==> src/design/tgc_pkg.sv <==
`timescale 1ns / 1ps

package tgc_pkg;

    // coordinate, time, duration and configuration port widths
    localparam int COORD_W     = 12;
    localparam int POINT_W     = COORD_W + 1;
    localparam int DELTA_W     = POINT_W + 1;
    localparam int TIME_IN_W   = 32;
    localparam int TIME_BITS   = 32;
    localparam int CFG_DATA_W  = 16;
    localparam int CFG_INDEX_W = 8;
    localparam int DUR_W       = 16;

    // register map
    localparam logic [CFG_INDEX_W-1:0] REG_MIRROR_OFFSET  = 8'd0;
    localparam logic [CFG_INDEX_W-1:0] REG_SWIPE_THRESH   = 8'd1;
    localparam logic [CFG_INDEX_W-1:0] REG_TAP_MOVE_LIMIT = 8'd2;
    localparam logic [CFG_INDEX_W-1:0] REG_TAP_HOLD_LIMIT = 8'd3;
    localparam logic [CFG_INDEX_W-1:0] REG_PAIR_WINDOW    = 8'd4;

    // register reset values
    localparam logic [COORD_W-1:0] MIRROR_OFFSET_RST  = 12'd239;
    localparam logic [COORD_W-1:0] SWIPE_THRESH_RST   = 12'd40;
    localparam logic [COORD_W-1:0] TAP_MOVE_LIMIT_RST = 12'd20;
    localparam logic [DUR_W-1:0]   TAP_HOLD_LIMIT_RST = 16'd400;
    localparam logic [DUR_W-1:0]   PAIR_WINDOW_RST    = 16'd350;

    typedef enum logic [2:0] {
        G_NONE   = 3'd0,
        G_LEFT   = 3'd1,
        G_RIGHT  = 3'd2,
        G_UP     = 3'd3,
        G_DOWN   = 3'd4,
        G_SINGLE = 3'd5,
        G_DOUBLE = 3'd6
    } gesture_t;

endpackage

==> src/design/touch_gesture_classifier.sv <==
`timescale 1ns / 1ps
// touch gesture classifier
// s_ channel: one touch-controller poll per request (finger count, raw x/y,
// millisecond timestamp). m_ channel: exactly one result per poll with the
// gesture code, the reported point (x mirrored), pressed and tapped flags.
// cfg_ port: write enable, register index and data; a write lands on the
// clock edge where cfg_wr_en is high. indexes past the register list are
// ignored. write only while no poll is in flight.
// a poll moves from the input register, through one pass of compares and
// subtractions, into the result register once that is empty or being taken.
// throughput: one poll per cycle while m_ready is high; the gesture state is
// updated on the same edge the result is written.
// reset (aresetn low, synchronous): registers return to their defaults,
// gesture state clears, both pipeline stages empty.
// stall: while m_ready is low the result holds; one more poll is taken into
// the input register, then s_ready drops until the result is taken.
module touch_gesture_classifier #(
    parameter int TIME_BITS = tgc_pkg::TIME_BITS
) (
    input  logic                             aclk,
    input  logic                             aresetn,

    input  logic                             cfg_wr_en,
    input  logic [tgc_pkg::CFG_INDEX_W-1:0]  cfg_index,
    input  logic [tgc_pkg::CFG_DATA_W-1:0]   cfg_wdata,

    input  logic                             s_valid,
    output logic                             s_ready,
    input  logic [7:0]                       s_finger_count,
    input  logic [tgc_pkg::COORD_W-1:0]      s_raw_x,
    input  logic [tgc_pkg::COORD_W-1:0]      s_raw_y,
    input  logic [tgc_pkg::TIME_IN_W-1:0]    s_time_ms,

    output logic                             m_valid,
    input  logic                             m_ready,
    output logic [2:0]                       m_gesture,
    output logic signed [tgc_pkg::POINT_W-1:0] m_point_x,
    output logic [tgc_pkg::COORD_W-1:0]      m_point_y,
    output logic                             m_pressed,
    output logic                             m_tapped
);

    localparam int PW = tgc_pkg::POINT_W;
    localparam int CW = tgc_pkg::COORD_W;
    localparam int DW = tgc_pkg::DELTA_W;

    // configuration registers
    logic [CW-1:0]              mirror_offset_reg;
    logic [CW-1:0]              swipe_thresh_reg;
    logic [CW-1:0]              tap_move_limit_reg;
    logic [tgc_pkg::DUR_W-1:0]  tap_hold_limit_reg;
    logic [tgc_pkg::DUR_W-1:0]  pair_window_reg;

    always_ff @(posedge aclk) begin
        if (!aresetn) begin
            mirror_offset_reg  <= tgc_pkg::MIRROR_OFFSET_RST;
            swipe_thresh_reg   <= tgc_pkg::SWIPE_THRESH_RST;
            tap_move_limit_reg <= tgc_pkg::TAP_MOVE_LIMIT_RST;
            tap_hold_limit_reg <= tgc_pkg::TAP_HOLD_LIMIT_RST;
            pair_window_reg    <= tgc_pkg::PAIR_WINDOW_RST;
        end else if (cfg_wr_en) begin
            case (cfg_index)
                tgc_pkg::REG_MIRROR_OFFSET:  mirror_offset_reg  <= cfg_wdata[CW-1:0];
                tgc_pkg::REG_SWIPE_THRESH:   swipe_thresh_reg   <= cfg_wdata[CW-1:0];
                tgc_pkg::REG_TAP_MOVE_LIMIT: tap_move_limit_reg <= cfg_wdata[CW-1:0];
                tgc_pkg::REG_TAP_HOLD_LIMIT: tap_hold_limit_reg <= cfg_wdata;
                tgc_pkg::REG_PAIR_WINDOW:    pair_window_reg    <= cfg_wdata;
                default: ;
            endcase
        end
    end

    // input register stage
    logic                          in_valid_reg;
    logic                          in_touch_reg;
    logic [CW-1:0]                 in_x_reg;
    logic [CW-1:0]                 in_y_reg;
    logic [tgc_pkg::TIME_IN_W-1:0] in_time_reg;
    logic                          advance;
    logic                          s_fire;

    assign advance = in_valid_reg && (!m_valid || m_ready);
    assign s_ready = !in_valid_reg || advance;
    assign s_fire  = s_valid && s_ready;

    always_ff @(posedge aclk) begin
        if (!aresetn) begin
            in_valid_reg <= 1'b0;
        end else if (s_fire) begin
            in_valid_reg <= 1'b1;
        end else if (advance) begin
            in_valid_reg <= 1'b0;
        end
    end

    always_ff @(posedge aclk) begin
        if (s_fire) begin
            in_touch_reg <= |s_finger_count;
            in_x_reg     <= s_raw_x;
            in_y_reg     <= s_raw_y;
            in_time_reg  <= s_time_ms;
        end
    end

    // gesture state
    logic                          was_touching_reg, was_touching_next;
    logic                          tap_pending_reg, tap_pending_next;
    logic signed [PW-1:0]          start_x_reg, start_x_next;
    logic [CW-1:0]                 start_y_reg, start_y_next;
    logic signed [PW-1:0]          last_x_reg, last_x_next;
    logic [CW-1:0]                 last_y_reg, last_y_next;
    logic [TIME_BITS-1:0]          touch_start_time_reg, touch_start_time_next;
    logic [TIME_BITS-1:0]          last_tap_time_reg, last_tap_time_next;

    // per-poll evaluation
    logic [TIME_BITS-1:0]          now;
    logic signed [PW-1:0]          cur_x;
    logic [TIME_BITS-1:0]          duration;
    logic [TIME_BITS-1:0]          tap_gap;
    logic signed [DW-1:0]          dx, dy;
    logic [DW-1:0]                 adx, ady;
    logic                          tap_window_open;
    tgc_pkg::gesture_t             gesture_next;
    logic                          pressed_next;
    logic                          tapped_next;

    always_comb begin
        // timestamp bits above the input width read as zero
        for (int i = 0; i < TIME_BITS; i++) begin
            now[i] = (i < tgc_pkg::TIME_IN_W) ? in_time_reg[i] : 1'b0;
        end
        cur_x    = $signed({1'b0, mirror_offset_reg}) - $signed({1'b0, in_x_reg});
        duration = now - touch_start_time_reg;
        tap_gap  = now - last_tap_time_reg;
        dx       = DW'(last_x_reg) - DW'(start_x_reg);
        dy       = DW'($signed({1'b0, last_y_reg})) - DW'($signed({1'b0, start_y_reg}));
        adx      = dx[DW-1] ? DW'(-dx) : DW'(dx);
        ady      = dy[DW-1] ? DW'(-dy) : DW'(dy);
        tap_window_open = tap_gap < TIME_BITS'(pair_window_reg);

        was_touching_next     = in_touch_reg;
        tap_pending_next      = tap_pending_reg;
        start_x_next          = start_x_reg;
        start_y_next          = start_y_reg;
        last_x_next           = last_x_reg;
        last_y_next           = last_y_reg;
        touch_start_time_next = touch_start_time_reg;
        last_tap_time_next    = last_tap_time_reg;
        gesture_next          = tgc_pkg::G_NONE;
        pressed_next          = 1'b0;
        tapped_next           = 1'b0;

        if (in_touch_reg) begin
            last_x_next  = cur_x;
            last_y_next  = in_y_reg;
            pressed_next = 1'b1;
            if (!was_touching_reg) begin
                start_x_next          = cur_x;
                start_y_next          = in_y_reg;
                touch_start_time_next = now;
            end
        end else if (was_touching_reg) begin
            // release: classify the finished stroke
            if (adx > DW'(swipe_thresh_reg) && adx > ady) begin
                gesture_next     = (dx > 0) ? tgc_pkg::G_RIGHT : tgc_pkg::G_LEFT;
                tap_pending_next = 1'b0;
            end else if (ady > DW'(swipe_thresh_reg) && ady > adx) begin
                gesture_next     = (dy > 0) ? tgc_pkg::G_DOWN : tgc_pkg::G_UP;
                tap_pending_next = 1'b0;
            end else if (duration < TIME_BITS'(tap_hold_limit_reg) &&
                         adx < DW'(tap_move_limit_reg) && ady < DW'(tap_move_limit_reg)) begin
                if (tap_pending_reg && tap_window_open) begin
                    gesture_next     = tgc_pkg::G_DOUBLE;
                    tap_pending_next = 1'b0;
                end else begin
                    tap_pending_next   = 1'b1;
                    last_tap_time_next = now;
                    last_x_next        = start_x_reg;
                    last_y_next        = start_y_reg;
                    pressed_next       = 1'b1;
                end
            end
        end else if (tap_pending_reg && !tap_window_open) begin
            // lone tap whose window ran out
            gesture_next     = tgc_pkg::G_SINGLE;
            tapped_next      = 1'b1;
            tap_pending_next = 1'b0;
            last_x_next      = start_x_reg;
            last_y_next      = start_y_reg;
            pressed_next     = 1'b1;
        end
    end

    always_ff @(posedge aclk) begin
        if (!aresetn) begin
            was_touching_reg     <= 1'b0;
            tap_pending_reg      <= 1'b0;
            start_x_reg          <= '0;
            start_y_reg          <= '0;
            last_x_reg           <= '0;
            last_y_reg           <= '0;
            touch_start_time_reg <= '0;
            last_tap_time_reg    <= '0;
        end else if (advance) begin
            was_touching_reg     <= was_touching_next;
            tap_pending_reg      <= tap_pending_next;
            start_x_reg          <= start_x_next;
            start_y_reg          <= start_y_next;
            last_x_reg           <= last_x_next;
            last_y_reg           <= last_y_next;
            touch_start_time_reg <= touch_start_time_next;
            last_tap_time_reg    <= last_tap_time_next;
        end
    end

    // result register
    logic                 m_valid_reg;
    tgc_pkg::gesture_t    gesture_reg;
    logic signed [PW-1:0] point_x_reg;
    logic [CW-1:0]        point_y_reg;
    logic                 pressed_reg;
    logic                 tapped_reg;

    always_ff @(posedge aclk) begin
        if (!aresetn) begin
            m_valid_reg <= 1'b0;
        end else if (advance) begin
            m_valid_reg <= 1'b1;
        end else if (m_ready) begin
            m_valid_reg <= 1'b0;
        end
    end

    always_ff @(posedge aclk) begin
        if (advance) begin
            gesture_reg <= gesture_next;
            point_x_reg <= last_x_next;
            point_y_reg <= last_y_next;
            pressed_reg <= pressed_next;
            tapped_reg  <= tapped_next;
        end
    end

    assign m_valid   = m_valid_reg;
    assign m_gesture = gesture_reg;
    assign m_point_x = point_x_reg;
    assign m_point_y = point_y_reg;
    assign m_pressed = pressed_reg;
    assign m_tapped  = tapped_reg;

`ifndef SYNTHESIS
    // tapped marks exactly the single-tap result
    a_tapped_single: assert property (@(posedge aclk) disable iff (!aresetn)
        m_valid |-> (m_tapped == (m_gesture == tgc_pkg::G_SINGLE)))
        else $error("tapped flag disagrees with gesture code");

    // swipes and double taps report a released point
    a_swipe_released: assert property (@(posedge aclk) disable iff (!aresetn)
        m_valid && (m_gesture == tgc_pkg::G_LEFT || m_gesture == tgc_pkg::G_RIGHT ||
                    m_gesture == tgc_pkg::G_UP || m_gesture == tgc_pkg::G_DOWN ||
                    m_gesture == tgc_pkg::G_DOUBLE) |-> !m_pressed)
        else $error("swipe or double tap reported as pressed");

    // touch history follows the poll that moved through
    a_touch_history: assert property (@(posedge aclk) disable iff (!aresetn)
        advance |=> was_touching_reg == $past(in_touch_reg))
        else $error("touch history not updated from processed poll");

    // a held poll is never dropped from the input stage
    a_no_drop: assert property (@(posedge aclk) disable iff (!aresetn)
        in_valid_reg && !advance |=> in_valid_reg)
        else $error("input stage lost a poll");

    // a single tap is only resolved while a tap was pending
    a_single_needs_pending: assert property (@(posedge aclk) disable iff (!aresetn)
        advance && tapped_next |-> tap_pending_reg && !was_touching_reg)
        else $error("single tap without pending tap");
`endif

endmodule

==> config.mk <==
export PLATFORM = sky130hd
export DESIGN_NAME = touch_gesture_classifier
export DESIGN_NICKNAME = d
export VERILOG_FILES = /design/src/design/tgc_pkg.sv /design/src/design/touch_gesture_classifier.sv
export SDC_FILE = /design/constraint.sdc
export NUM_CORES = 1
export LEC_CHECK = 0
export BUFFER_PORTS_ARGS = -buffer_cell sky130_fd_sc_hd__buf_2
export CAP_MARGIN = 20
export CORE_UTILIZATION = 62
export CTS_BUF_LIST = sky130_fd_sc_hd__clkbuf_16
export DETAILED_ROUTE_END_ITERATION = 6
export PLACE_DENSITY = 0.81
export SLEW_MARGIN = 20
export SYNTH_ARGS = -nofsm -noshare
export SYNTH_HDL_FRONTEND = slang
export SYNTH_SLANG_ARGS = --single-unit
==> constraint.sdc <==
create_clock -name aclk -period 7.9 [get_ports aclk]
set_input_delay 1.58 -clock aclk [delete_from_list [all_inputs] [get_ports aclk]]
set_output_delay 1.58 -clock aclk [all_outputs]
set_load 0.1 [all_outputs]
==> results.cfg <==
[layout]
layout-drive-gt1-share_pct = 8.65
diodes = 0
area_growth_pct = 8.91
nets = 2707
design_area_um2 = 21400

[critical_path]
timing.critical_path.mode_cell = nand4_1
critPathSlowestCell = or4_4
worst_path_largest_cell_delay_ns = 0.64
worstSetupPathType = flip-flop to flip-flop
startpoint = start_y_reg[0]
crit_chain = ha_1, inv_1, fa_1, a21o_1, a21boi_0, o311a_1, nand4_1, or3_1, nor2_1, a31oi_1, xor2_1, ha_1, nand4_1, nor3_1, a2111oi_0, nand4_1, or4b_1, nor4_1, nand3_1, or4_4, a21boi_4, buf_12, mux2_1, a211oi_1
arrival_ns = 7.79
critPathMaxFanout = 27
crit_path_end_kind = flip-flop
cp_data_required_time_ns = 8.37
reg2reg_from = start_y_reg[0]
start_kind = flip-flop

[placement]
placed_cell_area_um2 = 20500
hpwl_mm = 38.5
pre_cts_ws_ns = 0.480
gp_congestion = 0.956
portBuffers = 124

[synthesis]
ys.flop_type = dfxtp_1
syn_nets = 2639
synth_top_area_cell = dfxtp_1
ys_seq_area_share_pct = 32.2
yosys.cell_types.count = 87
ys_warn_count = 0
synth_edf_count = 87
netlist_instances = 2350
netlist_top_cells_area = dfxtp_1 (19%), edfxtp_1 (13%), ha_1 (12%), nand2_1 (5.2%), mux2i_1 (4.8%)
post-synth-top-area-fraction_pct = 18.9
syn_area_um2 = 19700
syn_avg_cell_area_um2 = 8.36
async_flop_share_pct = 0
ys_seq_elements = 273

[clocking]
clk-insertion-delay-late_ns = 0.57
tritoncts = built
post_cts_buffers = 0
root_buffer = clkbuf_16
cts-buffers-inserted = 29
htree_num_levels = 1
cts_sinks = 273
cts.path.max_buffers = 3
clkTransAtPathRegs_ns = 0.06

[route]
ant_nets = 0
drtPass1Iterations = 5
routed_wl_mm = 51.7
vias = 17400
drc = 0
vias_per_cell = 6.12
drt-initial-drc-count = 1180
wl_per_cell_um = 18.2

[die]
dieArea_um2 = 32400
core-area_um2 = 30900
start_util_pct = 63.6
num_rows = 64
pin_count = 125
die_w_um = 180
die_h_um = 180

[sta]
worst_pin_slew_ns = 1.06
relSlewSlack_pct = 29.2
rsz0062_at_grt = no
fin_tns_setup_ns = 0
setup_viol = 0
finalCritPeriodShare_pct = 92.8
hold_viol = 0
skew_ns = 0.00963
fin_crit_ns = 7.33
slew_violations = 0
max_freq_mhz = 136
setup_slack_ns = 0.571

[power]
p_sw_share_pct = 35.9
leakagePower_uw = 0.00875
p_switching_uw = 1650
internal_power_uw = 2950
sequentialPowerShare_pct = 33.6
peakVddDrop_mv = 0.220
combPwrFrac_pct = 36.9
power.density_nw_per_um2 = 215
clkPwrFrac_pct = 29.5

[grt]
grt_max_degree = 121
grt_pass1_wl_mm = 83.6
grtUsageTotal_pct = 31.4
grt_pass1_vias = 16900
antenna_found_initial = 0
overflow = 0

[worst_hold_path]
min-delay-start = touch_start_time_reg[23]
hp-class = flip-flop to flip-flop

[run_status]
run_status = complete, no violations

[flow_run]
drv_cap = 0
-- metal layers --
| metal | share of wire (%) | GRT usage, % |
|---|---|---|
| met1 | 43 | 38.7 |
| met2 | 48 | 56.5 |
| met4 | 3.9 | 12.1 |
| met5 | 0 | 0 |
| met3 | 5.5 | 3.15 |
-- final timing paths --
path | endpoint | slack [ns] | cells after the start
max | last_y_reg[10] | 0.57 | 24
min | touch_start_time_reg[23] | 0.46 | 2
max reg2reg | last_y_reg[10] | 0.57 | 24
min reg2reg | touch_start_time_reg[23] | 0.46 | 2
-- metrics by stage --
step           hold WS (ns)  power, uW  instances  utilization, %
2_1_floorplan         0.443       2810       2350               -
3_3_place_gp          0.452       3180       2783            66.2
3_5_place_dp          0.459       3220       2783            66.2
4_1_cts               0.468       4580       2836            69.2
5_1_grt               0.490       4860       2836            69.3
6_report              0.465       4600       2836            69.3
-- cell type report --
cell class,instances,area (um2)
Multi-Input combinational cell,1759,12100
Fill cell,2515,9500
Sequential cell,273,6340
Inverter,218,818
Timing Repair Buffer,137,733
Clock buffer,29,726
Tap cell,396,495
Clock inverter,24,204
-- Yosys cell counts, drive strengths merged, types with 7 or more instances --
cell type,count
nor4,18
xor2,33
mux2i,94
nor2,139
a211oi,31
a21o,32
o211ai,36
a2111oi,11
o211a,7
o21ai,112
dfxtp,186
nor3,53
o311ai,7
a211o,7
buf,14
nand2b,24
edfxtp,87
and3,7
nand4,41
or3,15
nor4b,7
a21boi,69
o31ai,9
nor2b,97
clkbuf,86
a31oi,15
o21a,21
xnor2,45
a21oi,155
nand3,44
nand2,272
inv,217
ha,191
a221oi,11
o2111ai,7
mux2,15
nand3b,14
and2,29
-- power by group through the flow --
stage	Combinational [uW]	Sequential, uW	Clock [uW]
5_1_grt	1890	1550	1420
6_report	1700	1540	1360
2_1_floorplan	1190	1610	0
4_1_cts	1670	1540	1370
3_3_place_gp	1610	1570	0
3_5_place_dp	1650	1570	0
-- critical path, delay by kind of cell (launching register included) --
| kind | cells | cell delay [ns] |
|---|---|---|
| AO/OA/AOI/OAI | 7 | 2.19 |
| buffers and inverters | 2 | 0.32 |
| XOR/XNOR | 1 | 0.35 |
| AND/OR/NAND/NOR | 10 | 2.66 |
| multiplexers | 1 | 0.35 |
| flip-flops | 1 | 0.38 |
| adder cells (fa/ha/maj) | 3 | 0.94 |
-- layout by cell type (no fill, tap or decap), types with 9 or more instances in the layout --
cell / n
ha_1: 191
edfxtp_1: 87
a221oi_1: 11
buf_2: 123
mux2_2: 11
buf_4: 13
o21ai_0: 109
inv_1: 227
a211oi_1: 30
o211ai_1: 36
xor2_1: 33
xnor2_1: 45
nor4_1: 17
nand3b_1: 14
clkbuf_16: 29
o31ai_1: 9
a31oi_1: 15
mux2i_1: 94
nand2b_1: 24
a21o_1: 32
dfxtp_1: 186
a21oi_1: 155
and2_1: 28
nor3_1: 53
a2111oi_0: 10
nor2b_1: 97
o21a_1: 21
nand4_1: 41
a21boi_0: 68
nand3_1: 44
nor2_1: 138
nand2_1: 271
or3_1: 14
-- kinds of logic (layout without fill, tap and decap cells) --
kind of cell	count (synthesis)	in the layout	share of synthesized area [%]
simple gates	797	797	20.2
compound gates	578	578	19.4
buf+inv	318	408	6.31
flops	273	273	32.2
fa+ha+maj	196	196	12.7
mux	109	109	5.65
xor+xnor	78	78	3.48
other cells	1	1	0.0191
-- timing repair --
item,CTS,global route
setup endpoints to repair,0,14
resized for setup,0,1
hold buffers,0,0
(Power assumes the default switching activity.)
